File: src/design/sqp_pkg.sv
package sqp_pkg;

	// number of CORDIC micro-rotations
	localparam int CORDIC_N = 30;
	// square root digits (one result bit per cell, 61-bit radicand)
	localparam int SQRT_N = 31;
	// quotient bits, the top one flags overflow
	localparam int DIV_N = 16;
	// input register, products, dot, linear products
	localparam int FRONT_N = 4;
	// number of register stages from accept to output register
	localparam int LAT = FRONT_N + SQRT_N + CORDIC_N + 1 + CORDIC_N + 2 + DIV_N + 1;

	localparam logic [16:0] ONE_T = 17'd65536;
	localparam logic [15:0] ONE_Q14 = 16'd16384;
	localparam logic signed [33:0] CORDIC_GAIN_INV = 34'sd652032874;
	localparam logic [14:0] THR_RESET = 15'd16376;

	// configuration register index
	localparam logic REG_THRESHOLD = 1'b0;

	// data handed down the chain next to each item
	typedef struct packed {
		logic              lin;
		logic [3:0][15:0]  lin_r;
		logic [3:0][15:0]  a;
		logic [3:0][16:0]  bn;
		logic [16:0]       t;
		logic [29:0]       d30;
		logic [30:0]       s30;
		logic [3:0]        sgn;
	} side_t;

	// one CORDIC lane
	typedef struct packed {
		logic signed [33:0] x;
		logic signed [33:0] y;
		logic signed [33:0] z;
	} cord_t;

	// one divider lane
	typedef struct packed {
		logic [51:0] rem;
		logic [15:0] q;
	} dv_t;

	// arctangent of 2^-i in radians, Q.30
	function automatic logic signed [33:0] atan_of(input int i);
		logic signed [33:0] v;
		case (i)
			0: v = 34'sd843314857;
			1: v = 34'sd497837829;
			2: v = 34'sd263043837;
			3: v = 34'sd133525159;
			4: v = 34'sd67021687;
			5: v = 34'sd33543516;
			6: v = 34'sd16775851;
			7: v = 34'sd8388437;
			8: v = 34'sd4194283;
			9: v = 34'sd2097149;
			10: v = 34'sd1048576;
			11: v = 34'sd524288;
			12: v = 34'sd262144;
			13: v = 34'sd131072;
			14: v = 34'sd65536;
			15: v = 34'sd32768;
			16: v = 34'sd16384;
			17: v = 34'sd8192;
			18: v = 34'sd4096;
			19: v = 34'sd2048;
			20: v = 34'sd1024;
			21: v = 34'sd512;
			22: v = 34'sd256;
			23: v = 34'sd128;
			24: v = 34'sd64;
			25: v = 34'sd32;
			26: v = 34'sd16;
			27: v = 34'sd8;
			28: v = 34'sd4;
			29: v = 34'sd2;
			default: v = 34'sd0;
		endcase
		return v;
	endfunction

endpackage

File: src/design/sqp_cordic_cell.sv
// one CORDIC micro-rotation, vectoring or rotation mode, over LANES lanes
module sqp_cordic_cell #(
	parameter int STEP = 0,
	parameter int LANES = 1,
	parameter bit VECT = 1'b1
) (
	input  logic                         clk,
	input  logic                         en,
	input  sqp_pkg::cord_t [LANES-1:0]   c_i,
	input  sqp_pkg::side_t               side_i,
	output sqp_pkg::cord_t [LANES-1:0]   c_o,
	output sqp_pkg::side_t               side_o
);

	localparam logic signed [33:0] ATAN = sqp_pkg::atan_of(STEP);

	sqp_pkg::cord_t [LANES-1:0] nxt;
	sqp_pkg::cord_t [LANES-1:0] c_s1;
	sqp_pkg::side_t side_s1;

	// direction from y in vectoring mode, from z in rotation mode
	always_comb begin
		logic signed [33:0] dx, dy;
		logic               s;
		for (int l = 0; l < LANES; l++) begin
			dx = $signed(c_i[l].y) >>> STEP;
			dy = $signed(c_i[l].x) >>> STEP;
			s = VECT ? !c_i[l].y[33] : c_i[l].z[33];
			if (s) begin
				nxt[l].x = c_i[l].x + dx;
				nxt[l].y = c_i[l].y - dy;
				nxt[l].z = c_i[l].z + ATAN;
			end else begin
				nxt[l].x = c_i[l].x - dx;
				nxt[l].y = c_i[l].y + dy;
				nxt[l].z = c_i[l].z - ATAN;
			end
		end
	end

	always_ff @(posedge clk) begin
		if (en) begin
			c_s1 <= nxt;
			side_s1 <= side_i;
		end
	end

	assign c_o = c_s1;
	assign side_o = side_s1;

endmodule

File: config.mk
export PLATFORM = sky130hd
export DESIGN_NAME = sqp_cordic_cell
export DESIGN_NICKNAME = d
export VERILOG_FILES = /design/src/design/sqp_pkg.sv /design/src/design/sqp_cordic_cell.sv
export SDC_FILE = /design/constraint.sdc
export NUM_CORES = 1
export LEC_CHECK = 0
export BUFFER_PORTS_ARGS = -buffer_cell sky130_fd_sc_hd__buf_4
export CAP_MARGIN = 10
export CORE_AREA = 2 2 298 300
export DETAILED_ROUTE_END_ITERATION = 10
export DIE_AREA = 0 0 300 302
export HOLD_SLACK_MARGIN = 0.02
export MAX_ROUTING_LAYER = met4
export SYNTH_ARGS = -nofsm -noshare
export SYNTH_HDL_FRONTEND = slang
export SYNTH_SLANG_ARGS = --single-unit
export TNS_END_PERCENT = 50
File: constraint.sdc
create_clock -name clk -period 6.2 [get_ports clk]
set_clock_uncertainty 0.15 [all_clocks]
set_input_delay 0.31 -clock clk [delete_from_list [all_inputs] [get_ports clk]]
set_output_delay 0.31 -clock clk [all_outputs]
set_load 0.03 [all_outputs]
### Yosys cells after proc, flatten, opt, wreduce, memory -nomap -nowiden

Index checks and enable logic that the tools add are counted.

| cells by class | value |
|---|---|
| add/subtract/negate cells | 5 |
| muxes and demuxes | 1 |

Operators by type and width:

| cell | number |
|---|---|
| $mux W102 | 1 |
| $sub A34 B34 Y34 | 2 |
| $add A34 B31 Y34 const B | 1 |
| $add A34 B34 Y34 | 1 |
| $sub A34 B31 Y34 const B | 1 |

| word-level totals | value |
|---|---|
| bits in registers | 381 |
| input port bits | 383 |
| logic and storage cells | 26 |

### Longest topological paths before layout

| logic depth | value |
|---|---|
| depth after elaboration | 2 |
| mapped depth | 12 |

### Least setup slack after synthesis

OpenSTA, ideal clock, no wires.

| path | value |
|---|---|
| kind | input-to-reg |
| start | input c_i[67] (netlist bit) |
| end | register c_s1, in the netlist c_o[32] (data pin) |
| library setup time | 263 ps |
| arrival time | 3,342 ps |
| data required time | 5,787 ps |
| path slack | 2,445 ps |
| cell stages on the path | 12 |
| path through | clkinv_1 > clkbuf_1 > ha_1 > and3_1 > a221oi_2 > o21ai_1 > a31oi_1 > o311ai_1 > a311o_1 > a21o_1 > a311oi_1 > xnor2_1 |

RTL lines:

| what | RTL line | RTL |
|---|---|---|
| start, declared | sqp_cordic_cell.sv:9 | `input sqp_pkg::cord_t [LANES-1:0] c_i,` |
| end signal, assigned | sqp_cordic_cell.sv:43 | `c_s1 <= nxt;` |
| end, declared | sqp_cordic_cell.sv:18 | `sqp_pkg::cord_t [LANES-1:0] c_s1;` |

==> flow_summary.ini <==
[global_route]
grt_max_degree = 159
grt_overflow = 0
track_usage = 0.224
grt_pass1_vias = 16900
grt_pass1_wl_um = 137000
antenna_found_initial = 27

[min_path]
holdPathStages = 1
holdCritPathClass = primary input to register

[cells_and_area]
synthToLayoutAreaGrowth_pct = 62.2
instances_no_fill = 3788
nets = 3080
drive_gt1_frac = 0.335

[clock_tree]
cts.path.max_buffers = 3
numCtsBuffers = 49
path_clk_slew_ns = 0.06
cts_tree = done
cts.sinks = 380
cts_resized = 0
root_buffer = clkbuf_16
h-tree-depth = 2

[die]
ioPinCount = 764
die_h_um = 302
die-area_um2 = 90600
die_x_um = 300
row_count = 109
core_area_um2 = 87600
initial_core_util = 0.216

[routing]
ant_nets = 0
drc_errors = 0
viasPerCell = 4.52
firstDrtPassIters = 7
routed_wl_um = 103000
wl_per_cell_um = 27.1
drt_iter0_drc = 1644
num_vias = 17100

[synthesis]
ys_warn_count = 0
ys_ff_latch = 380
syn_avg_cell_area_um2 = 12.6
synth-edff-count = 380
syn-num-nets = 2018
synthCells = 1499
async_reset_ff_frac = 0
syn_area_um2 = 18900
synth_cell_types = 80
synthFlopType = edfxtp_1
seq_area_frac_synth = 0.603

[pwr]
power_frac_seq = 0.370
power_density_nw_per_um2 = 287
swShare = 0.322
power_frac_clock = 0.357
ir_drop_mv = 0.213
p_int_mw = 5.98
p_sw_mw = 2.83
p_leak_nw = 13.0
power_frac_comb = 0.273

[setup_path]
worstSetupPathType = primary input to register
arrival_ns = 4.13
startpoint_type = primary input
critPathRequiredTime_ns = 6.41
cp_max_fo = 40
worst_setup_path_end_kind = register

[timing]
worst_pin_slew_ns = 1.21
drv_slew = 0
relSlewSlack = 0.194
hold_viol = 0
final-setup-viol-count = 0
rsz0062_at_grt = false
min_period_ns = 3.92
final.period_utilization = 0.631
fmax_mhz = 255
fin_setup_tns_ns = 0

[placement]
io_buffers = 763
dp_hpwl_um = 82300
dp.cells = 3387
gp_congestion = 0.974

[outcome]
outcome = completed

[run]
cap_violations = 0
==> path summary, 6_finish.rpt <==
kind | from | to | slack, ns
setup / recovery | c_i[67] | c_o[33]$_DFFE_PP_ | 2.28
hold / removal | en | side_o[148]$_DFFE_PP_ | 0.06
==> kinds of logic (layout without fill, tap and decap cells) <==
logic type | after synthesis | in the layout | share of synthesized area
muxes | 21 | 21 | 0.0111
and+or+nand+nor | 280 | 280 | 0.0717
other | 0 | 22 | 0
xor gates and xnor gates | 93 | 93 | 0.0431
buffers and inverters | 166 | 1268 | 0.0334
DFF | 380 | 380 | 0.603
AOI/OAI and AO/OA | 423 | 423 | 0.146
adders and majority gates | 136 | 136 | 0.0916
==> worst max-delay path, stage by stage <==
cell and delay (ns):
buf_4 0.44, inv_2 0.36, ha_1 0.47, and3_1 0.21
nand3_1 0.10, a211oi_1 0.47, nor2_1 0.16, o2111ai_1 0.34
nand2_1 0.15, o211ai_1 0.25, a21oi_1 0.12, xnor2_1 0.13
dlygate4sd3_1 0.55
==> area by class of cell <==
cell class                      instances  area [um2]
Antenna cell                           22        55.1
Clock buffer                           57        1300
Clock inverter                         34         437
Fill cell                            8724       56900
Inverter                              117         439
Multi-Input combinational cell        953        6870
Sequential cell                       380       11400
Tap cell                             1165        1460
Timing Repair Buffer                 1060        8710
==> registers in the layout, summed over array words and instances, names as in the netlist <==
register / flops
side_o: 279
c_o: 101
==> repair_timing <==
item | in CTS | in global routing
setup buffers | 0 | 0
endpoints found under the hold margin | 287 | 0
hold buffers | 288 | 0
==> synthesized netlist by cell type, drive strengths merged (4+ instances only) <==
master | number | share of area
a2111oi | 5 | 0.0036
a211oi | 13 | 0.0057
a21o | 43 | 0.017
a21oi | 133 | 0.035
a221oi | 5 | 0.0026
a31oi | 18 | 0.0063
and2 | 7 | 0.0023
and3 | 8 | 0.0026
buf | 10 | 0.0024
clkbuf | 39 | 0.0077
edfxtp | 380 | 0.60
fa | 4 | 0.0042
ha | 132 | 0.087
inv | 114 | 0.023
mux2i | 21 | 0.011
nand2 | 62 | 0.012
nand2b | 9 | 0.0030
nand3 | 10 | 0.0026
nand4 | 17 | 0.0056
nor2 | 92 | 0.018
nor2b | 22 | 0.0073
nor3 | 23 | 0.0061
nor4 | 5 | 0.0017
o2111ai | 6 | 0.0028
o211ai | 12 | 0.0050
o21a | 11 | 0.0044
o21ai | 91 | 0.024
o21bai | 27 | 0.011
o221ai | 5 | 0.0023
o311ai | 5 | 0.0023
o31a | 5 | 0.0024
o31ai | 9 | 0.0038
or2 | 6 | 0.0020
or3 | 6 | 0.0022
or4 | 4 | 0.0018
xnor2 | 73 | 0.034
xor2 | 20 | 0.0093
==> stage by stage <==
step	total power, mW	worst slack, ns	area [um2]	util	hold WS (ns)
floorplan	4.43	2.45	18900	-	0.259
global placement	5.52	1.99	26000	0.297	0.338
detailed placement	5.52	1.95	26000	0.297	0.339
CTS	8.90	2.38	30600	0.350	0.0223
global route	9.15	2.09	30700	0.350	0.0621
finish	8.81	2.28	30700	0.350	0.0641
==> per-layer routing <==
metal,up-vias,wire length (um),GRT usage
li1,7744,-,-
met1,8505,42800,0.277
met2,739,45300,0.334
met3,119,11200,0.0921
met4,0,3180,0.0630
met5,-,0,-
==> cells in the final DEF, fill, tap and decap left out, types with 5 or more instances in the layout <==
master | netlist | routed
ha_1 | 132 | 132
dlygate4sd3_1 | 0 | 288
a31oi_1 | 17 | 17
clkinv_1 | 3 | 11
inv_1 | 111 | 111
a21oi_1 | 133 | 133
clkbuf_1 | 39 | 6
nand4_1 | 17 | 17
o211ai_1 | 11 | 11
nor3_1 | 23 | 23
nor2_1 | 91 | 91
and3_1 | 8 | 8
o21a_1 | 11 | 11
o221ai_1 | 5 | 5
nand3_1 | 10 | 10
o21bai_1 | 27 | 27
a211oi_1 | 11 | 11
a21o_1 | 43 | 43
xor2_1 | 20 | 20
o2111ai_1 | 6 | 6
nand2_1 | 62 | 62
nand2b_1 | 9 | 9
mux2i_1 | 21 | 21
nor2b_1 | 22 | 22
and2_1 | 7 | 7
bufinv_16 | 0 | 10
or3_1 | 5 | 5
xnor2_1 | 73 | 73
o31ai_1 | 8 | 8
diode_2 | 0 | 22
buf_4 | 1 | 769
clkbuf_16 | 0 | 51
o21ai_0 | 76 | 76
nor4_1 | 5 | 5
clkinv_2 | 0 | 7
o21ai_1 | 15 | 15
edfxtp_1 | 380 | 380
==> power groups by stage <==
stage | Combinational (mW) | Clock, mW | Sequential, mW
after floorplan | 0.615 | 0 | 3.82
after global placement | 2.22 | 0 | 3.30
after detailed placement | 2.22 | 0 | 3.31
after CTS | 2.41 | 3.24 | 3.26
after global routing | 2.54 | 3.33 | 3.28
final | 2.41 | 3.15 | 3.26
No activity file was read; power rests on OpenSTA's default activity.
