<file path="config.mk">
export PLATFORM = sky130hd
export DESIGN_NAME = sqp_sqrt_cell
export DESIGN_NICKNAME = d
export VERILOG_FILES = /design/src/design/sqp_pkg.sv /design/src/design/sqp_sqrt_cell.sv
export SDC_FILE = /design/constraint.sdc
export NUM_CORES = 1
export LEC_CHECK = 0
export ABC_AREA = 1
export BUFFER_PORTS_ARGS = -buffer_cell sky130_fd_sc_hd__buf_4
export CORE_AREA = 3 3 309 311
export DETAILED_ROUTE_END_ITERATION = 12
export DIE_AREA = 0 0 312 314
export HOLD_SLACK_MARGIN = 0.08
export MAX_ROUTING_LAYER = met4
export SETUP_SLACK_MARGIN = 0.2
export SLEW_MARGIN = 20
export SYNTH_ARGS = -nofsm -noshare
export SYNTH_HDL_FRONTEND = slang
export SYNTH_SLANG_ARGS = --single-unit
export TNS_END_PERCENT = 30
</file>
<file path="constraint.sdc">
create_clock -name clk -period 2 [get_ports clk]
set_input_delay 0.3 -clock clk [delete_from_list [all_inputs] [get_ports clk]]
set_output_delay 0.3 -clock clk [all_outputs]
set_load 0.1 [all_outputs]
</file>
<file path="src/design/sqp_pkg.sv">
package sqp_pkg;

	// number of CORDIC micro-rotations
	localparam int CORDIC_N = 30;
	// square root digits (one result bit per cell, 61-bit radicand)
	localparam int SQRT_N = 31;
	// quotient bits, the top one flags overflow
	localparam int DIV_N = 16;
	// input register, products, dot, linear products
	localparam int FRONT_N = 4;
	// number of register stages from accept to output register
	localparam int LAT = FRONT_N + SQRT_N + CORDIC_N + 1 + CORDIC_N + 2 + DIV_N + 1;

	localparam logic [16:0] ONE_T = 17'd65536;
	localparam logic [15:0] ONE_Q14 = 16'd16384;
	localparam logic signed [33:0] CORDIC_GAIN_INV = 34'sd652032874;
	localparam logic [14:0] THR_RESET = 15'd16376;

	// configuration register index
	localparam logic REG_THRESHOLD = 1'b0;

	// data handed down the chain next to each item
	typedef struct packed {
		logic              lin;
		logic [3:0][15:0]  lin_r;
		logic [3:0][15:0]  a;
		logic [3:0][16:0]  bn;
		logic [16:0]       t;
		logic [29:0]       d30;
		logic [30:0]       s30;
		logic [3:0]        sgn;
	} side_t;

	// one CORDIC lane
	typedef struct packed {
		logic signed [33:0] x;
		logic signed [33:0] y;
		logic signed [33:0] z;
	} cord_t;

	// one divider lane
	typedef struct packed {
		logic [51:0] rem;
		logic [15:0] q;
	} dv_t;

	// arctangent of 2^-i in radians, Q.30
	function automatic logic signed [33:0] atan_of(input int i);
		logic signed [33:0] v;
		case (i)
			0: v = 34'sd843314857;
			1: v = 34'sd497837829;
			2: v = 34'sd263043837;
			3: v = 34'sd133525159;
			4: v = 34'sd67021687;
			5: v = 34'sd33543516;
			6: v = 34'sd16775851;
			7: v = 34'sd8388437;
			8: v = 34'sd4194283;
			9: v = 34'sd2097149;
			10: v = 34'sd1048576;
			11: v = 34'sd524288;
			12: v = 34'sd262144;
			13: v = 34'sd131072;
			14: v = 34'sd65536;
			15: v = 34'sd32768;
			16: v = 34'sd16384;
			17: v = 34'sd8192;
			18: v = 34'sd4096;
			19: v = 34'sd2048;
			20: v = 34'sd1024;
			21: v = 34'sd512;
			22: v = 34'sd256;
			23: v = 34'sd128;
			24: v = 34'sd64;
			25: v = 34'sd32;
			26: v = 34'sd16;
			27: v = 34'sd8;
			28: v = 34'sd4;
			29: v = 34'sd2;
			default: v = 34'sd0;
		endcase
		return v;
	endfunction

endpackage

</file>
<file path="src/design/sqp_sqrt_cell.sv">
// one digit of the restoring integer square root
module sqp_sqrt_cell #(
	parameter int STEP = 0
) (
	input  logic            clk,
	input  logic            en,
	input  logic [60:0]     v_i,
	input  logic [60:0]     r_i,
	input  sqp_pkg::side_t  side_i,
	output logic [60:0]     v_o,
	output logic [60:0]     r_o,
	output sqp_pkg::side_t  side_o
);

	localparam logic [60:0] BIT = 61'(1) << (60 - 2 * STEP);

	logic [60:0] trial;
	logic        take;
	logic [60:0] v_s1, r_s1;
	sqp_pkg::side_t side_s1;

	// trial subtract of r + bit
	always_comb begin
		trial = r_i + BIT;
		take = v_i >= trial;
	end

	always_ff @(posedge clk) begin
		if (en) begin
			v_s1 <= take ? v_i - trial : v_i;
			r_s1 <= take ? (r_i >> 1) + BIT : r_i >> 1;
			side_s1 <= side_i;
		end
	end

	assign v_o = v_s1;
	assign r_o = r_s1;
	assign side_o = side_s1;

endmodule

</file>
* Word level (Yosys, flattened, before mapping)
Index checks and enable logic that the tools add are counted.
** Word-level totals
- Register bits :: 401
- Latch bits :: 0
- Bits in writable memories :: 0
- ROM bits :: 0
- Input port bits :: 403
- Output and inout port bits :: 401
- Word-level logic and storage cells :: 26
- Memories :: 0
** Operators by class
- Add/subtract/negate cells :: 3
- Multiply operators :: 0
- Divide/modulo/power cells :: 0
- $lt $le $gt $ge :: 1
- Equality and inequality tests :: 0
- Shift-type cells :: 0
- Mux-type cells :: 2
- Bitwise logic cells :: 0
- Reduce and logical (&&, ||, !) cells :: 0
** Operators by type and width (count)
- 60-bit by 61-bit adder with 61-bit output, second input constant :: 1
- 61-bit adder, second input constant :: 1
- 61-bit >= comparator :: 1
- 61-bit 2-to-1 mux :: 1
- 61-bit subtractor :: 1
- 60-bit 2-to-1 mux :: 1

* Logic depth before layout (Yosys ltp)
Gate-level depths: netlist of the first run.
- Depth in word-level cells :: 3
- Gate-level depth with buffers :: 17
- Gate-level depth less buffers :: 17

* Worst setup path before layout of the first run
Ideal clock, no wire load.
- Path kind :: input-to-reg
- From :: in r_i[32]
- To :: reg v_s1[20], in the netlist v_o[20] (data pin)
- Library setup time :: 0.252 ns
- Arrival time :: 1.840 ns
- Data required time :: 1.748 ns
- Slack :: -0.092 ns
- Stages on the path :: 15
- Buffers on the path :: 2
- Cells stage by stage :: inv_1 ha_1 nand2_2 nor2_1 inv_2 nor2_2 inv_2 nor2_4 nand3_2 o21ai_1 nor2_2 buf_6 buf_6 nand3_2 nand2_1
** On the way
- Longest elaborated chain between the ends :: 3
** RTL lines
- start: declaration :: RTL line sqp_sqrt_cell.sv:8 : input logic [60:0] r_i,
- 61-bit adder :: RTL line sqp_sqrt_cell.sv:24 : trial = r_i + BIT;
- 61-bit >= comparator :: RTL line sqp_sqrt_cell.sv:25 : take = v_i >= trial;
- 61-bit 2-to-1 mux :: RTL line sqp_sqrt_cell.sv:30 : v_s1 <= take ? v_i - trial : v_i;
- end signal: assignment :: RTL line sqp_sqrt_cell.sv:30
- end: declaration :: RTL line sqp_sqrt_cell.sv:19 : logic [60:0] v_s1, r_s1;
No other way between the ends.
A chain may end at the register's enable or synchronous reset.

* Worst setup path after layout of the first run
- From :: in r_i[20]
- To :: reg v_s1[43], in the netlist v_o[43] (data pin)
** On the way
- Longest elaborated chain between the ends :: 3
- Elaborated cells on any way between the ends :: 4
- Those cells by class :: add/sub: 2; order compare: 1; mux: 1
** RTL lines (RTL line)
- 61-bit adder (*) :: sqp_sqrt_cell.sv:24
- 61-bit subtractor / 61-bit >= comparator (equally long branches) :: sqp_sqrt_cell.sv:30, sqp_sqrt_cell.sv:25
- 61-bit 2-to-1 mux (*) :: sqp_sqrt_cell.sv:30
Mark *: on every way between the ends. The rest lies on a longest branch, timed or not.

==> results.json, run 1 <==
{
  "run_status": "completed",
  "timing.fmax_ghz": 0.534,
  "area_growth_pct": 92.5,
  "max_slew_margin_pct": 67.3,
  "setup_violations_final": 0,
  "cts_sinks": 401,
  "yosysWarningCount": 0,
  "num_vias": 19700,
  "grt_first_pass_wirelength_um": 151000,
  "sequentialPowerShare_pct": 32.8,
  "seq_area_frac_synth_pct": 63.5,
  "worstHoldPathType": "input pin to register",
  "crit_fanout": 8,
  "critPathArrivalTime_ps": 2230,
  "synth_fp_nets": 2358,
  "cts_buffer_depth": 3,
  "timing.critical_path.slowest_cell_delay_ps": 370,
  "startpoint_class": "input pin",
  "commonest_cells_after_routing_fill_and_taps_aside": "sky130_fd_sc_hd__buf_4, sky130_fd_sc_hd__nand2_1, sky130_fd_sc_hd__edfxtp_1",
  "die_h_um": 314,
  "post-route-drc-count": 0,
  "tritoncts": "built",
  "routed_wl_um": 116000,
  "initial_utilization_pct": 20.4,
  "row_count": 112,
  "post-route-period-util_pct": 93.6,
  "fillerInstances": 9238,
  "p_sw_mw": 12.9,
  "placed_cells_incl_taps": 4213,
  "clkSlewWorstSetupHoldPaths_ps": 60,
  "slew_violations": 0,
  "worst_slack_ps": 129,
  "power.internal_mw": 18.9,
  "power.ir.vdd_worst_v": 0.000849,
  "antenna_violations_before_repair": 28,
  "grt_util_all_layers_pct": 22.7,
  "number_of_distinct_standard_cells_referenced_by_the_synthesized_netlist": 33,
  "pin_count": 804,
  "clkPwrFrac_pct": 28.6,
  "swShare_pct": 40.6,
  "die_w_um": 312,
  "cp_slowest_cell": "sky130_fd_sc_hd__ha_4",
  "cts_root_buffer": "sky130_fd_sc_hd__clkbuf_16",
  "place_congestion": 0.986,
  "worst_slack_at_placement_ps": -599,
  "fin_util_pct": 39.2,
  "placed_cell_area_mm2": 0.0297,
  "worst-endpoint-required_ps": 2360,
  "iteration_0_drc_count_of_the_detailed_router": 1528,
  "timing_hold_violations_final": 0,
  "total_power_mw": 31.8,
  "whs_ps": 149,
  "mostFrequentLayoutCell": "sky130_fd_sc_hd__buf_4",
  "unrepaired_setup_endpoints_after_global_routing": "true",
  "dr.pass1.iters": 8,
  "fin_area_mm2": 0.0365,
  "post_route_cells_drive_above_1_share_pct": 42.9,
  "synthCells": 1893,
  "post-route-min-period_ps": 1870,
  "numCtsBuffers": 50,
  "htree_levels": 2,
  "globalRouteOverflowTotal": 0,
  "avgRoutedWirePerCell_um": 24.5,
  "timing.critical_path.buf_inv": 6,
  "multi_input_comb_area_mm2": 0.00688,
  "portBuffers": 803,
  "register_area_mm2": 0.0120,
  "synth.ff_latch_count": 401,
  "timing.critical_path.mode_cell": "sky130_fd_sc_hd__nor2_4",
  "post-dp-hpwl_um": 91700,
  "grt_max_degree": 81,
  "instances_no_fill": 4749,
  "syn-cell-area_mm2": 0.0190,
  "max_cap_violations": 0,
  "avgSynthCellArea_um2": 10.0,
  "critical_path.endpoint_type": "register",
  "comb_power_share_pct": 38.6,
  "core_area_mm2": 0.0930,
  "cpLargestDelayFamily": "buffers and inverters",
  "sum_neg_setup_slack_ps": 0,
  "powerDensity_mw_per_mm2": 873,
  "crit_path_cell_trace": "buf_8 > clkinvlp_4 > ha_4 > nand2_4 > nor2_4 > nand2_2 > inv_2 > buf_6 > nand3_4 > o21ai_4 > nor2_4 > buf_12 > clkbuf_16 > nand3_1 > nand2_1",
  "tightest_slew_ps": 491,
  "critical_path_class": "input pin to register",
  "detail_route.vias_per_cell": 4.16,
  "first_global_vias": 19800,
  "fp.dieArea_mm2": 0.0980,
  "drtAntennaViolNets": 0,
  "layout.nets": 3898,
  "total_leakage_power_nw": 17.0
}
[cell type report]
class / count / share of cell area, %
multi-input combinational: 1100 / 18.9
sequential: 401 / 33.0
clock inverter: 38 / 0.895
timing repair buffer: 1505 / 35.4
clock buffer: 56 / 3.55
inverter: 375 / 3.91
antenna: 20 / 0.137
tap: 1254 / 4.30
[registers in the layout, summed over array words and instances, names as in the netlist]
register  flops
side_o      279
r_o          61
v_o          61
[cell usage after synthesis, drive strengths merged]
library cell	n	share of area, %
inv	375	7.4
nor4	4	0.13
nor3	12	0.40
o21bai	6	0.24
fa	1	0.11
ha	61	4.0
nand4	18	0.63
o21ai	5	0.13
nand2	652	13
and3	1	0.033
and2	5	0.16
a21o	1	0.040
xor2	28	1.3
nand3b	3	0.12
a21oi	43	1.1
or2	1	0.033
clkbuf	1	0.020
buf	17	0.78
xnor2	2	0.092
nand3	146	4.2
nor2	110	2.5
edfxtp	401	64
[timing repair]
action                                 CTS  global route
hold buffers                           389             0
cloned                                   3            17
pin swaps                                4            36
endpoints found under the hold margin  394             0
gates resized for setup                 33           164
buffers inserted                         4             9
setup endpoints to repair               29            62
[final timing paths]
| path | from | to | slack (ps) | cells after the start |
|---|---|---|---|---|
| setup / recovery | r_i[20] | v_o[43] | 130 | 15 |
| hold / removal | v_i[38] | v_o[38] | 150 | 4 |
[power by group through the flow]
stage | clock (mW) | combinational [mW] | sequential [mW]
after floorplan | 0 | 1.81 | 15.9
after global placement | 0 | 11.0 | 10.6
after detailed placement | 0 | 11.1 | 10.6
after CTS | 9.47 | 11.9 | 10.4
after global routing | 9.72 | 12.7 | 10.5
final | 9.10 | 12.3 | 10.4
[per-layer routing]
metal	part of all wire, %	vias up	track usage (%)	wire [um]
li1	-	9220	-	-
met1	37	9518	24.4	43400
met2	50	802	39.8	58600
met3	7.7	200	6.69	8970
met4	4.6	0	8.10	5340
met5	0	-	-	0
[logic make-up (layout without fill, tap and decap cells)]
logic type | count (synthesis) | count (layout) | share of synthesized area (%)
AND/OR/NAND/NOR | 952 | 953 | 21.2
adder cells (fa/ha/maj) | 62 | 62 | 4.13
other | 0 | 20 | 0
buffers and inverters | 393 | 1974 | 8.22
XOR/XNOR | 30 | 30 | 1.39
AO/OA/AOI/OAI | 55 | 55 | 1.54
flip-flops | 401 | 401 | 63.5
[tightest hold or removal path: stages]
cell	delay (ps)
sky130_fd_sc_hd__buf_4	100
sky130_fd_sc_hd__buf_4	90
sky130_fd_sc_hd__nand3_1	60
sky130_fd_sc_hd__nand2_1	70
Note: power is estimated with default switching activity, not from simulation.
==> inputs of run 2 (changes only) <==
- GPL_TIMING_DRIVEN: not set -> 0
==> run 2 against run 1 <==
Non-clock buffer count shrank 200. First-iteration DRC count shrank 18%. Power down 3.0%. Count of clock-buffer cells in the layout increased by 3. Via count down 5.8%. Sequential share of layout area rose by 1.0 points. Sequential power about the same. Combinational power fell by 3%. Global-route usage is 0.14 points lower. Largest cell class is now registers. Highest routed layer unchanged.
==> results.json, run 2 (synthesized netlist as in run 1, its figures left out) <==
{
  "post_route_cells_drive_above_1_share_pct": 41.5,
  "globalRouteOverflowTotal": 0,
  "die_h_um": 314,
  "worst_setup_path_startpoint": "r_i[40]",
  "mostFrequentLayoutCell": "sky130_fd_sc_hd__buf_4",
  "cts_sinks": 401,
  "antenna_violations_before_repair": 20,
  "layout.nets": 3696,
  "timing_hold_violations_final": 0,
  "placed_cell_area_mm2": 0.0276,
  "cts_root_buffer": "sky130_fd_sc_hd__clkbuf_16",
  "post-route-drc-count": 0,
  "clkSlewWorstSetupHoldPaths_ps": 60,
  "num_vias": 18600,
  "worstHoldPathType": "input pin to register",
  "post-route-period-util_pct": 92.6,
  "post-dp-hpwl_um": 90700,
  "hold_path_startpoint": "v_i[0]",
  "dr.pass1.iters": 5,
  "avgRoutedWirePerCell_um": 24.7,
  "fillerInstances": 9396,
  "tightest_slew_ps": 551,
  "grt_max_degree": 93,
  "cts_buffer_depth": 3,
  "routed_wl_um": 112000,
  "area_growth_pct": 86.6,
  "setup_violations_final": 0,
  "powerDensity_mw_per_mm2": 873,
  "die_w_um": 312,
  "placed_cells_incl_taps": 3954,
  "largest_register_ffs": 279,
  "row_count": 112,
  "fin_area_mm2": 0.0354,
  "max_cap_violations": 0,
  "commonest_cells_after_routing_fill_and_taps_aside": "sky130_fd_sc_hd__buf_4, sky130_fd_sc_hd__nand2_1, sky130_fd_sc_hd__edfxtp_1",
  "slew_violations": 0,
  "max_slew_margin_pct": 63.3,
  "crit_fanout": 5,
  "grt_util_all_layers_pct": 22.6,
  "timing.fmax_ghz": 0.540,
  "run_status": "completed",
  "initial_utilization_pct": 20.4,
  "critical_path_class": "input pin to register",
  "unrepaired_setup_endpoints_after_global_routing": "true",
  "power.ir.vdd_worst_v": 0.000642,
  "portBuffers": 803,
  "post-route-min-period_ps": 1850,
  "core_area_mm2": 0.0930,
  "place_congestion": 0.937,
  "detail_route.vias_per_cell": 4.10,
  "htree_levels": 2,
  "grt_first_pass_wirelength_um": 149000,
  "total_leakage_power_nw": 16.2,
  "startpoint_class": "input pin",
  "worst-endpoint-required_ps": 2360,
  "pin_count": 804,
  "instances_no_fill": 4533,
  "drtAntennaViolNets": 0,
  "iteration_0_drc_count_of_the_detailed_router": 1250,
  "tritoncts": "built",
  "first_global_vias": 18800,
  "fp.dieArea_mm2": 0.0980,
  "numCtsBuffers": 49,
  "critPathArrivalTime_ps": 2210,
  "critical_path.endpoint_type": "register"
}
## run 2: cell types whose count changed in the layout (fill, tap and decap cells not counted), sizes merged, moves of 2 or more
cell	delta
buf	-204
bufinv	-3
clkbuf	-2
clkinv	+3
clkinvlp	-7
diode	-12
dlygate4sd3	+9
## run 2: where the power goes
group	leakage, nW	total, mW	internal [mW]	switching, mW
clock network	0.735	8.59	4.68	3.90
logic	11.5	11.9	3.25	8.69
registers	3.92	10.4	10.1	0.231
total	16.2	30.9	18.1	12.8
## run 2: what timing repair did
action	CTS	global route
pin swaps	29	69
endpoints found under the hold margin	398	0
hold buffers	398	0
setup endpoints to repair	150	135
gates cloned	7	5
setup buffers	31	39
gates resized for setup	150	244
## run 2: stage by stage
| stage | hold WS, ps | worst slack, ps | total power, mW | setup TNS, ps | utilization [%] |
|---|---|---|---|---|---|
| floorplan | 399 | 36.8 | 17.7 | 0 | - |
| global placement | 478 | -2850 | 21.1 | -1157070 | 29.5 |
| detailed placement | 479 | -985 | 21.1 | -108780 | 29.7 |
| CTS | 90.9 | 111 | 30.9 | 0 | 36.6 |
| global route | 114 | 115 | 32.1 | 0 | 38.0 |
| finish | 141 | 148 | 30.9 | 0 | 38.0 |
## run 2: worst paths after layout
kind	depth (start not counted)	to	slack [ps]
worst min-delay path	3	v_o[0]	140
worst max-delay path	17	v_o[29]	150
## run 2: routing by layer
layer,GRT usage [%],routed length [um],share of wire [%],vias to the layer above
met1,24.2,41400,37,8981
met2,40.3,57700,52,669
met5,-,0,0,-
li1,-,-,-,8798
met4,6.15,3770,3.4,0
met3,6.81,9100,8.1,144
## run 2: final cells by class
cell class / count / area [um2] / share of cell area, %
flip-flops and latches: 401 / 12000 / 34.0
repair buffers: 1287 / 11200 / 31.7
multi-input cells: 1099 / 7290 / 20.6
well taps: 1254 / 1570 / 4.44
inverters: 375 / 1460 / 4.13
clock buffers: 59 / 1260 / 3.57
plain buffers: 18 / 267 / 0.753
clock inverters: 32 / 239 / 0.676
diodes: 8 / 20.0 / 0.0566
## run 2: critical path, stage by stage
cell and delay (ps):
sky130_fd_sc_hd__buf_8 100, sky130_fd_sc_hd__inv_6 50, sky130_fd_sc_hd__ha_4 220, sky130_fd_sc_hd__nand2_4 90, sky130_fd_sc_hd__buf_6 100, sky130_fd_sc_hd__inv_2 30
sky130_fd_sc_hd__nand2_2 70, sky130_fd_sc_hd__nand2_4 60, sky130_fd_sc_hd__a21oi_4 220, sky130_fd_sc_hd__nand2_4 90, sky130_fd_sc_hd__a21oi_4 170, sky130_fd_sc_hd__nand3_4 130
sky130_fd_sc_hd__buf_12 160, sky130_fd_sc_hd__buf_12 120, sky130_fd_sc_hd__buf_8 130, sky130_fd_sc_hd__nand2_2 70, sky130_fd_sc_hd__nand2_2 70
