File: config.mk
export PLATFORM = sky130hd
export DESIGN_NAME = sqp_div_cell
export DESIGN_NICKNAME = d
export VERILOG_FILES = /design/src/design/sqp_pkg.sv /design/src/design/sqp_div_cell.sv
export SDC_FILE = /design/constraint.sdc
export NUM_CORES = 1
export LEC_CHECK = 0
export ABC_AREA = 1
export BUFFER_PORTS_ARGS = -buffer_cell sky130_fd_sc_hd__buf_4
export CAP_MARGIN = 25
export CORE_AREA = 2 2 429 431
export DETAILED_ROUTE_END_ITERATION = 12
export DIE_AREA = 0 0 431 433
export HOLD_SLACK_MARGIN = 0.03
export PLACE_DENSITY = 0.4
export SYNTH_ARGS = -nofsm -noshare
export SYNTH_HDL_FRONTEND = slang
export SYNTH_SLANG_ARGS = --single-unit
File: constraint.sdc
create_clock -name clk -period 3.2 [get_ports clk]
set_clock_uncertainty 0.2 [all_clocks]
set_input_delay 0.48 -clock clk [delete_from_list [all_inputs] [get_ports clk]]
set_output_delay 0.48 -clock clk [all_outputs]
set_load 0.02 [all_outputs]
File: src/design/sqp_pkg.sv
package sqp_pkg;

	// number of CORDIC micro-rotations
	localparam int CORDIC_N = 30;
	// square root digits (one result bit per cell, 61-bit radicand)
	localparam int SQRT_N = 31;
	// quotient bits, the top one flags overflow
	localparam int DIV_N = 16;
	// input register, products, dot, linear products
	localparam int FRONT_N = 4;
	// number of register stages from accept to output register
	localparam int LAT = FRONT_N + SQRT_N + CORDIC_N + 1 + CORDIC_N + 2 + DIV_N + 1;

	localparam logic [16:0] ONE_T = 17'd65536;
	localparam logic [15:0] ONE_Q14 = 16'd16384;
	localparam logic signed [33:0] CORDIC_GAIN_INV = 34'sd652032874;
	localparam logic [14:0] THR_RESET = 15'd16376;

	// configuration register index
	localparam logic REG_THRESHOLD = 1'b0;

	// data handed down the chain next to each item
	typedef struct packed {
		logic              lin;
		logic [3:0][15:0]  lin_r;
		logic [3:0][15:0]  a;
		logic [3:0][16:0]  bn;
		logic [16:0]       t;
		logic [29:0]       d30;
		logic [30:0]       s30;
		logic [3:0]        sgn;
	} side_t;

	// one CORDIC lane
	typedef struct packed {
		logic signed [33:0] x;
		logic signed [33:0] y;
		logic signed [33:0] z;
	} cord_t;

	// one divider lane
	typedef struct packed {
		logic [51:0] rem;
		logic [15:0] q;
	} dv_t;

	// arctangent of 2^-i in radians, Q.30
	function automatic logic signed [33:0] atan_of(input int i);
		logic signed [33:0] v;
		case (i)
			0: v = 34'sd843314857;
			1: v = 34'sd497837829;
			2: v = 34'sd263043837;
			3: v = 34'sd133525159;
			4: v = 34'sd67021687;
			5: v = 34'sd33543516;
			6: v = 34'sd16775851;
			7: v = 34'sd8388437;
			8: v = 34'sd4194283;
			9: v = 34'sd2097149;
			10: v = 34'sd1048576;
			11: v = 34'sd524288;
			12: v = 34'sd262144;
			13: v = 34'sd131072;
			14: v = 34'sd65536;
			15: v = 34'sd32768;
			16: v = 34'sd16384;
			17: v = 34'sd8192;
			18: v = 34'sd4096;
			19: v = 34'sd2048;
			20: v = 34'sd1024;
			21: v = 34'sd512;
			22: v = 34'sd256;
			23: v = 34'sd128;
			24: v = 34'sd64;
			25: v = 34'sd32;
			26: v = 34'sd16;
			27: v = 34'sd8;
			28: v = 34'sd4;
			29: v = 34'sd2;
			default: v = 34'sd0;
		endcase
		return v;
	endfunction

endpackage

File: src/design/sqp_div_cell.sv
// one quotient bit of a restoring divide, four lanes sharing the divisor
module sqp_div_cell #(
	parameter int STEP = 0
) (
	input  logic                    clk,
	input  logic                    en,
	input  sqp_pkg::dv_t [3:0]      d_i,
	input  sqp_pkg::side_t          side_i,
	output sqp_pkg::dv_t [3:0]      d_o,
	output sqp_pkg::side_t          side_o
);

	logic [51:0] dsh;
	sqp_pkg::dv_t [3:0] nxt;
	sqp_pkg::dv_t [3:0] d_s1;
	sqp_pkg::side_t side_s1;

	// divisor is sin(th) carried with the item
	always_comb begin
		dsh = 52'(side_i.s30) << STEP;
		for (int l = 0; l < 4; l++) begin
			nxt[l] = d_i[l];
			if (d_i[l].rem >= dsh) begin
				nxt[l].rem = d_i[l].rem - dsh;
				nxt[l].q[STEP] = 1'b1;
			end
		end
	end

	always_ff @(posedge clk) begin
		if (en) begin
			d_s1 <= nxt;
			side_s1 <= side_i;
		end
	end

	assign d_o = d_s1;
	assign side_o = side_s1;

endmodule

# --- Yosys cells after proc, flatten, opt, wreduce, memory -nomap -nowiden ---
# Index checks and enable logic that the tools add are counted.
totals:
  regBits: 551
  latchBits: 0
  ram_bits: 0
  rom_bits: 0
  in_bits: 553
  output_inout_bits: 551
  wordCells: 41
  mem_count: 0
op_classes:
  addsub: 4
  mul: 0
  div_mod_pow: 0
  magnitude_cmp: 4
  eq_ne: 0
  shift: 0
  mux: 4
  n_bitwise: 0
  n_reduce_logical: 0
ops:
  columns: ["cell", "n"]
  rows:
  - [">= comparator 52 x 31 -> 1 bit", 4]
  - ["two-way mux 52 bit", 4]
  - ["subtractor 52 x 31 -> 52 bit", 4]

# --- Logic depth before layout (Yosys ltp) ---
# Gate-level depths: netlist of the first run.
depth:
  depth_word: 2
  mapped_depth: 17
  mapped_depth_nobuf: 16

# --- Least setup slack after synthesis of the first run ---
# Ideal clock, no wire load.
synth_timing:
  path_kind: "input to register"
  start: "input d_i[220] (netlist bit)"
  end: "register d_s1 (netlist bit d_o[234]) (data pin)"
  arrival_time_ns: 2.210
  slack_ns: 0.533
  path_stages: 16
  n_path_buf: 2
  path_cell_list: "inv_1 > ha_1 > fa_1 > inv_1 > nand2_1 > nand2_1 > and2_1 > nand2_1 > nand3_2 > nand2_2 > nand2_4 > inv_4 > buf_12 > buf_12 > nand2_1 > o21ai_2"
synth_rtl:
  columns: ["element", "line_no", "text"]
  rows:
  - ["from (decl)", "sqp_div_cell.sv:7", "input sqp_pkg::dv_t [3:0] d_i,"]
  - ["to (signal assigned)", "sqp_div_cell.sv:32", "d_s1 <= nxt;"]
  - ["to (decl)", "sqp_div_cell.sv:15", "sqp_pkg::dv_t [3:0] d_s1;"]

==> run summary, run 1 <==
The flow ran to the end, and the final reports show no timing, DRC or antenna violations. TritonCTS built the clock tree. After Yosys synthesis, full adders, half adders and majority gates account for 4.85% of the synthesized area. The tools report the endpoint required time on the critical path as 3420 ps. Setup repair after global routing left no endpoint under its margin. Measured against the total synthesized area, the mux share comes to 0%.

The clock tree buffer depth came out at 3. The total overflow left after global routing is 0. Critical path capture point type: a register. Yosys printed 0 warnings.

Setup violations remaining at the end of the flow were counted as 0. For this design the static power due to leakage is 25.7 nW. Across the run, the number of max-cap violations was 0. The compound-gate portion of the synthesized area was 4.21%; the die boundary height was 433 um. Hold is met by 111 ps. Once the clock tree was built, the setup fixing pass inserted 0 buffers. Summing all placed instances gives a cell area of 0.0470 mm2. The critical path is of the input port to register type. Counting every instance in the synthesized netlist gives 4230. The tools report the final hold violation count as 0. Dominant combinational cell family by area after synthesis: simple AND/OR/NAND/NOR gates.

For the total nets after synthesis, the log shows 4911. The tools report the sum of internal, switching and leakage power as 24.9 mW. The part of the Yosys area used for sequential elements is 49.2%, and the summed area of non-filler cells in the final layout is 0.0550 mm2. The tools report the number of DRC markers in iteration 0 as 2186.

In the finished design, the share of the clock period the worst path needs comes to 96.6%. The H-tree was split into 3 levels. Of all nets on the critical path, the largest fanout is 42. Input and output buffers added on the ports amount to 1103.

After synthesis, the mean cell area works out to 7.95 um2. The number of vias per cell after detailed routing was 4.09; the total iterations of the first detailed-routing run was 6. The antenna violation net count after detailed routing came out at 0.

The run gives 0.182 mm2 as the core box area. The worst setup path is launched from an input port. Summed over all layers, the routed wires come to 213000 um. During I/O placement, the number of pins put on the boundary was 1104. The overall fraction of global-route tracks in use is 21.9%, and the total number of placement rows is 157. The utilization of the core after routing was 30.2%; the share of the synthesized netlist area taken by xor and xnor gates was 2.29%. The number of clock buffers added by TritonCTS is 76. STA puts the critical path data arrival time at 3310 ps. For this configuration, the core starts out at a cell density of 18.5%.

The run gives 180000 um as the half-perimeter wire length after placement. The first global-routing pass estimated 282000 um of wire. The tools report the total clock sinks as 551. The register clock-pin slew on the reported worst setup and hold paths is 50 ps, and the area used by multi-input combinational logic is 0.0138 mm2. The final estimated routing congestion in global placement is 0.959. For this run, the top clock speed supported by timing is 0.324 GHz. The cell depth of the worst hold path was 4; the final max-slew violation count was 0. The basic-gate share of the synthesized area counting and, or, nand and nor cells works out to 29.6%. After detailed routing, the number of remaining DRC violations is 0.

The total of fill cells in the finished design was 19700; the die outline width was 431 um. The worst IR drop on VDD is 0.000350 V. Clock tree synthesis selected as its root buffer the cell clkbuf_16. Counting I/O delays and the setup requirement, the final critical path takes 3090 ps.

The initial antenna violation count is 64. After synthesis the cells add up to 0.0336 mm2. After detailed routing, the average wire length per cell comes to 24.6 um. The signed area change from the synthesized netlist to the final layout was 63.4%; the count of state elements after synthesis was 551.

The number of nets at the end of the flow was 6850. The number of global-route vias before repair was 34700; the storage element area was 0.0165 mm2. Across all layers, the routed design uses 35300 vias. The share of final-layout standard cells stronger than drive strength 1 is 26.2%, and the distinct cell type count after synthesis is 37. The path category of the worst min-delay check was input port to register. For the maximum number of pins on one net before global-route repair, the log shows 77. Pin slew with the least headroom to its limit: 622 ps. Power spread over the standard cell area amounts to 453 mW/mm2. The die covers 0.187 mm2. The worst pin sits at a relative slew slack of 58.1%.
registers in the layout, indices dropped and copies added (netlist names):
| signal | flops |
|---|---|
| side_o | 279 |
| d_o | 272 |
Yosys cell counts (all sizes together):
cell type / number / area [um2]
edfxtp: 551 / 16500
nand4: 60 / 375
nor3: 22 / 131
o21ai: 112 / 722
clkbuf: 1 / 3.75
and2: 10 / 62.6
nor2: 429 / 1730
fa: 4 / 80.1
a21oi: 113 / 686
nand2: 1596 / 6090
or2: 9 / 56.3
nand3: 241 / 1230
ha: 124 / 1550
inv: 802 / 3010
xnor2: 81 / 709
xor2: 7 / 61.3
nor4: 4 / 25.0
o21bai: 1 / 7.51
buf: 31 / 310
nand3b: 32 / 240
worst paths after layout:
path              startpoint  endpoint  slack (ps)
hold / removal      d_i[125]  d_o[125]         110
setup / recovery  side_i[33]   d_o[18]         110
worst max-delay path, cell delays in order:
cell and delay [ps]:
dlygate4sd3_1 540, buf_4 150, inv_1 90, buf_12 190, ha_1 280, a21oi_1 210
o21ai_0 150, nor2_1 270, nand2_1 140, nor2_2 170, nand2_4 110, inv_2 160
buf_12 240, o21ai_1 100
area by class of cell:
cell class	count	area share, %
Tap cell	2385	5.43
Timing Repair Buffer	1893	29.4
Multi-Input combinational cell	2845	25.0
Antenna cell	24	0.109
Sequential cell	551	30.1
Inverter	802	5.48
Clock inverter	45	0.817
Clock buffer	94	3.62
layout by cell type (no fill, tap or decap), drive strengths merged:
cell,n
nand2,1596
buf,1346
inv,806
edfxtp,551
dlygate4sd3,547
nor2,429
nand3,241
ha,124
a21oi,113
o21ai,112
clkbuf,94
xnor2,81
nand4,60
nand3b,32
clkinv,31
diode,24
nor3,22
and2,10
or2,9
xor2,7
clkinvlp,7
nor4,4
fa,4
bufinv,3
o21bai,1
where the power goes:
| group | total, mW | switching [mW] | leakage [nW] | internal [mW] |
|---|---|---|---|---|
| logic | 7.23 | 4.31 | 19.2 | 2.92 |
| clock network | 8.56 | 3.82 | 1.16 | 4.74 |
| registers | 9.14 | 0.320 | 5.39 | 8.82 |
| total | 24.9 | 8.44 | 25.7 | 16.5 |
through the flow:
stage	cells	setup TNS, ps	worst slack, ps
finish	8639	0	110
global route	8634	0	4.52
CTS	8615	0	2.65
detailed placement	7929	-5320	-498
global placement	7929	-5700	-541
floorplan	4230	0	533
routing by layer:
layer  vias to the layer above  part of all wire [%]  routed length [um]  global-route usage [%]
li1                      17300                     -                   -                       -
met1                     16700                    39               82400                    24.7
met2                      1084                    53              112000                    41.2
met3                       259                   4.8               10300                    3.53
met4                        12                   3.7                7970                    8.02
met5                         -                 0.034                  73                       0
logic make-up after synthesis:
logic type | Yosys count
XOR/XNOR | 88
AO/OA/AOI/OAI | 226
AND/OR/NAND/NOR | 2403
buffers and inverters | 834
adder cells (fa/ha/maj) | 128
flip-flops | 551
repair_timing:
item                                    in CTS  in global routing
hold buffers                               547                  0
resized for setup                            0                  3
endpoints found under the hold margin      560                  0
endpoints found under the setup margin       0                  5
(Power assumes the default switching activity.)
==> run 2: changes to the inputs <==
--- a/config.mk
+++ b/config.mk
@@ -5,14 +5,13 @@
 export SDC_FILE = /design/constraint.sdc
 export NUM_CORES = 1
 export LEC_CHECK = 0
-export ABC_AREA = 1
 export BUFFER_PORTS_ARGS = -buffer_cell sky130_fd_sc_hd__buf_4
 export CAP_MARGIN = 25
-export CORE_AREA = 2 2 429 431
+export CORE_AREA = 2 2 435 437
 export DETAILED_ROUTE_END_ITERATION = 12
-export DIE_AREA = 0 0 431 433
+export DIE_AREA = 0 0 437 439
 export HOLD_SLACK_MARGIN = 0.03
-export PLACE_DENSITY = 0.4
+export PLACE_DENSITY = 0.36
 export SYNTH_ARGS = -nofsm -noshare
 export SYNTH_HDL_FRONTEND = slang
 export SYNTH_SLANG_ARGS = --single-unit
==> run 2 against run 1 <==
Effect of this change:
- highest routed layer unchanged
- the run now ends with negative setup slack left
- setup slack worse by 130 ps
- clock power down 2%
- synthesized cell count decreased by 48%
- critical endpoint is now d_o[92]
==> run summary, run 2 <==
The synthesized design spends more area on one cell type than any other, namely edfxtp_1. The utilization of the core after routing was 28.4%. The part of the Yosys area used for sequential elements is 60.7%.

The tree is rooted in a clkbuf_16. The maximum fanout encountered on the critical timing path is 7. The most used flip-flop cell after synthesis is edfxtp_1. The number of global-route vias before repair was 28400; the power per cell area was 463 mW/mm2. The run gives 3450 ps as the critical path data arrival time.

The total iterations of the first detailed-routing run was 5; the die boundary height was 439 um. The checks that failed: negative setup slack. Global routing used 17.2% of the available met1 tracks. The pre-CTS setup slack was -845 ps; the count of pins on the block boundary was 1104. For the overall fraction of global-route tracks in use, the log shows 16.6%. The total nets after synthesis is 2900.

For the global-route wire length before repair, the log shows 223000 um. In this run the worst setup path terminates at d_o[92]. The min-delay analysis places its worst path in the category input port to register. In the final layout, the share of cells above drive strength 1 is 44.7%.

The leading cell type in the layout, fill and taps excluded was buf_4. The initial antenna violation count came out at 27. Walking the worst path, the cells encountered are dlygate4sd3_1, buf_4, ha_4, nand4_1, o2111a_1, and3_4, buf_4, nor2_4, clkbuf_16, mux2_2.

The tools report the critical path launch point type as an input port. Worst IR drop on VDD: 0.000362 V. In this run, CTS created clock tree buffers numbering 75.

The clock passes through at most 3 buffers. The maximum number of pins on one net before global-route repair was 89. Synthesis produced a netlist whose cell count is 2219.

The worst path needs 3220 ps of the cycle, external delays included. In this run the horizontal extent of the chip is 437 um. The cell depth of the worst hold path came out at 4. The number of failing setup endpoints in the final timing report came out at 7.

The synthesized design contains 551 register bits. The register clock-pin slew on the reported worst setup and hold paths was 50 ps. For the worst hold slack after final layout, the log shows 112 ps.

TritonCTS built the clock tree. The final max-slew violation count is 0, and the final estimated routing congestion in global placement is 0.877. The count of nets left with antenna violations once routing finished came out at 0. After synthesis, the largest area contributor takes up 60.7% of total cell area.

The run finished, with violations left. For this run, global-route usage on met2 was measured as 30.9%. The wire length per cell after detailed routing is 23.5 um. The fraction of registers with async set or reset after synthesis came out at 0%.

The critical path start-end classification is input port to register. The tools report the synthesized area as 0.0273 mm2. The tools report the H-tree depth as 3. Max-cap violations in this run came to 0.

Leaving out fill and tap cells, the most frequent cells in the layout are 1747 x buf_4, 551 x edfxtp_1, 545 x dlygate4sd3_1. The run gives 0.310 GHz as the peak clock frequency supported by timing. The total vias in the final route is 27500, and the signed area change from the synthesized netlist to the final layout is 94.6%. Ranked by instance count, the synthesized netlist is headed by 551 x edfxtp_1, 195 x nand2_1, 152 x a21oi_1. For this design, the slowest cell found on the critical path is dlygate4sd3_1. The core region is 0.187 mm2. By area the synthesized netlist is led by edfxtp_1 61%, ha_1 5.7%, xnor2_1 3.4%. Final hold violation count: 0.

The total wirelength of the detailed-routed design is 168000 um, and the endpoint required time on the critical path is 3430 ps. The largest single stage delay on the critical path is 570 ps. The tools report the distinct cell type count after synthesis as 79. The pin slew with the least headroom to its limit is 670 ps, and the number of synthesized flops with an enable pin is 551. For this run, design rule violations remaining after detail routing come to 0. The tree built by TritonCTS fans out to 551 sinks. The run gives -136 ps as the accumulated negative setup slack. In this run the worst setup path begins at d_i[90]. The cell that appears most often on the critical path is buf_4. The analysis attributes to cell leakage a power of 22.2 nW. The tools report the number of DRC markers in iteration 0 as 1292. The tools report the slack of the critical path as -23.1 ps. A synthesized cell averages 12.3 um2. Setup repair after global routing could not meet its margin everywhere. The number of flip-flops in the largest register is 279. The worst setup path is captured at a register. The run gives 3.12% as the fraction of met3 tracks used by global routing. The number of buffers inserted by port buffering was 1103. The floorplan step defined a die boundary enclosing 0.192 mm2. The number of vias per cell after detailed routing was 3.85; the initial core utilization was 14.6%.

Dividing the final minimum period by the clock period gives 101%. The total number of yosys warnings is 0. The run gives 138000 um as the half-perimeter wire length after placement. After global routing the overflow that remains totals 0. The layer carrying the most global-route usage was met2. The tools report the number of nets at the end of the flow as 5255.

Among all cell types in the netlist, the one instantiated most often is edfxtp_1. The relative max-transition margin was 55.3%; the total number of placement rows was 159.
## run 2: routing by layer
metal / up-vias / routed length (um)
li1: 13200 / -
met1: 13200 / 61400
met4: 4 / 9730
met2: 812 / 89100
met3: 234 / 7590
met5: - / 23
## run 2: critical path: cells and delay by family
kind            cells  cell delay (ps)
compound gates      1              310
fa+ha+maj           1              280
mux                 1              330
buf+inv             4             1170
simple gates        3              850
## run 2: worst min-delay path by stage
stage | from | to
after floorplan | d_i[10] | d_o[10]
after CTS | d_i[106] | d_o[106]
after detailed placement | d_i[206] | d_o[206]
after global placement | d_i[206] | d_o[206]
after global routing | d_i[106] | d_o[106]
final | d_i[106] | d_o[106]
## run 2: layout make-up
cell class,count,area [um2]
inverters,65,263
diodes,20,50.0
multi-input cells,1529,11000
flip-flops and latches,551,16500
clock inverters,42,394
well taps,2495,3120
repair buffers,2352,19700
fillers,19800,134000
clock buffers,92,1980
## run 2: timing repair
action	CTS	global route
hold buffers	548	0
pin swaps	0	42
hold endpoints to repair	565	0
gates resized for setup	5	150
gates cloned	0	7
buffers inserted	0	16
endpoints found under the setup margin	6	170
## run 2: cells by family (layout without fill, tap and decap cells)
group                    count (synthesis)  count (layout)  share of synthesized area [%]
adder cells (fa/ha/maj)                128             128                           5.99
buffers and inverters                  139            2551                           1.99
multiplexers                            15              15                          0.611
AO/OA/AOI/OAI                          527             527                           12.1
other                                    0              20                              0
AND/OR/NAND/NOR                        671             671                           12.6
flip-flops                             551             551                           60.7
XOR/XNOR                               188             188                           6.04
## run 2: power by group
part / switching, mW / total [mW] / internal [mW]
combinational: 3.73 / 7.04 / 3.31
sequential: 0.284 / 9.11 / 8.83
clock: 3.55 / 8.43 / 4.89
total: 7.56 / 24.6 / 17.0
## run 2: metrics by stage
| step | instances | instance area [um2] | power, mW |
|---|---|---|---|
| floorplan | 2219 | 27300 | 11.6 |
| global placement | 6422 | 44100 | 15.7 |
| detailed placement | 6422 | 44100 | 15.6 |
| CTS | 7104 | 52000 | 24.9 |
| global route | 7139 | 53000 | 25.7 |
| finish | 7146 | 53000 | 24.6 |
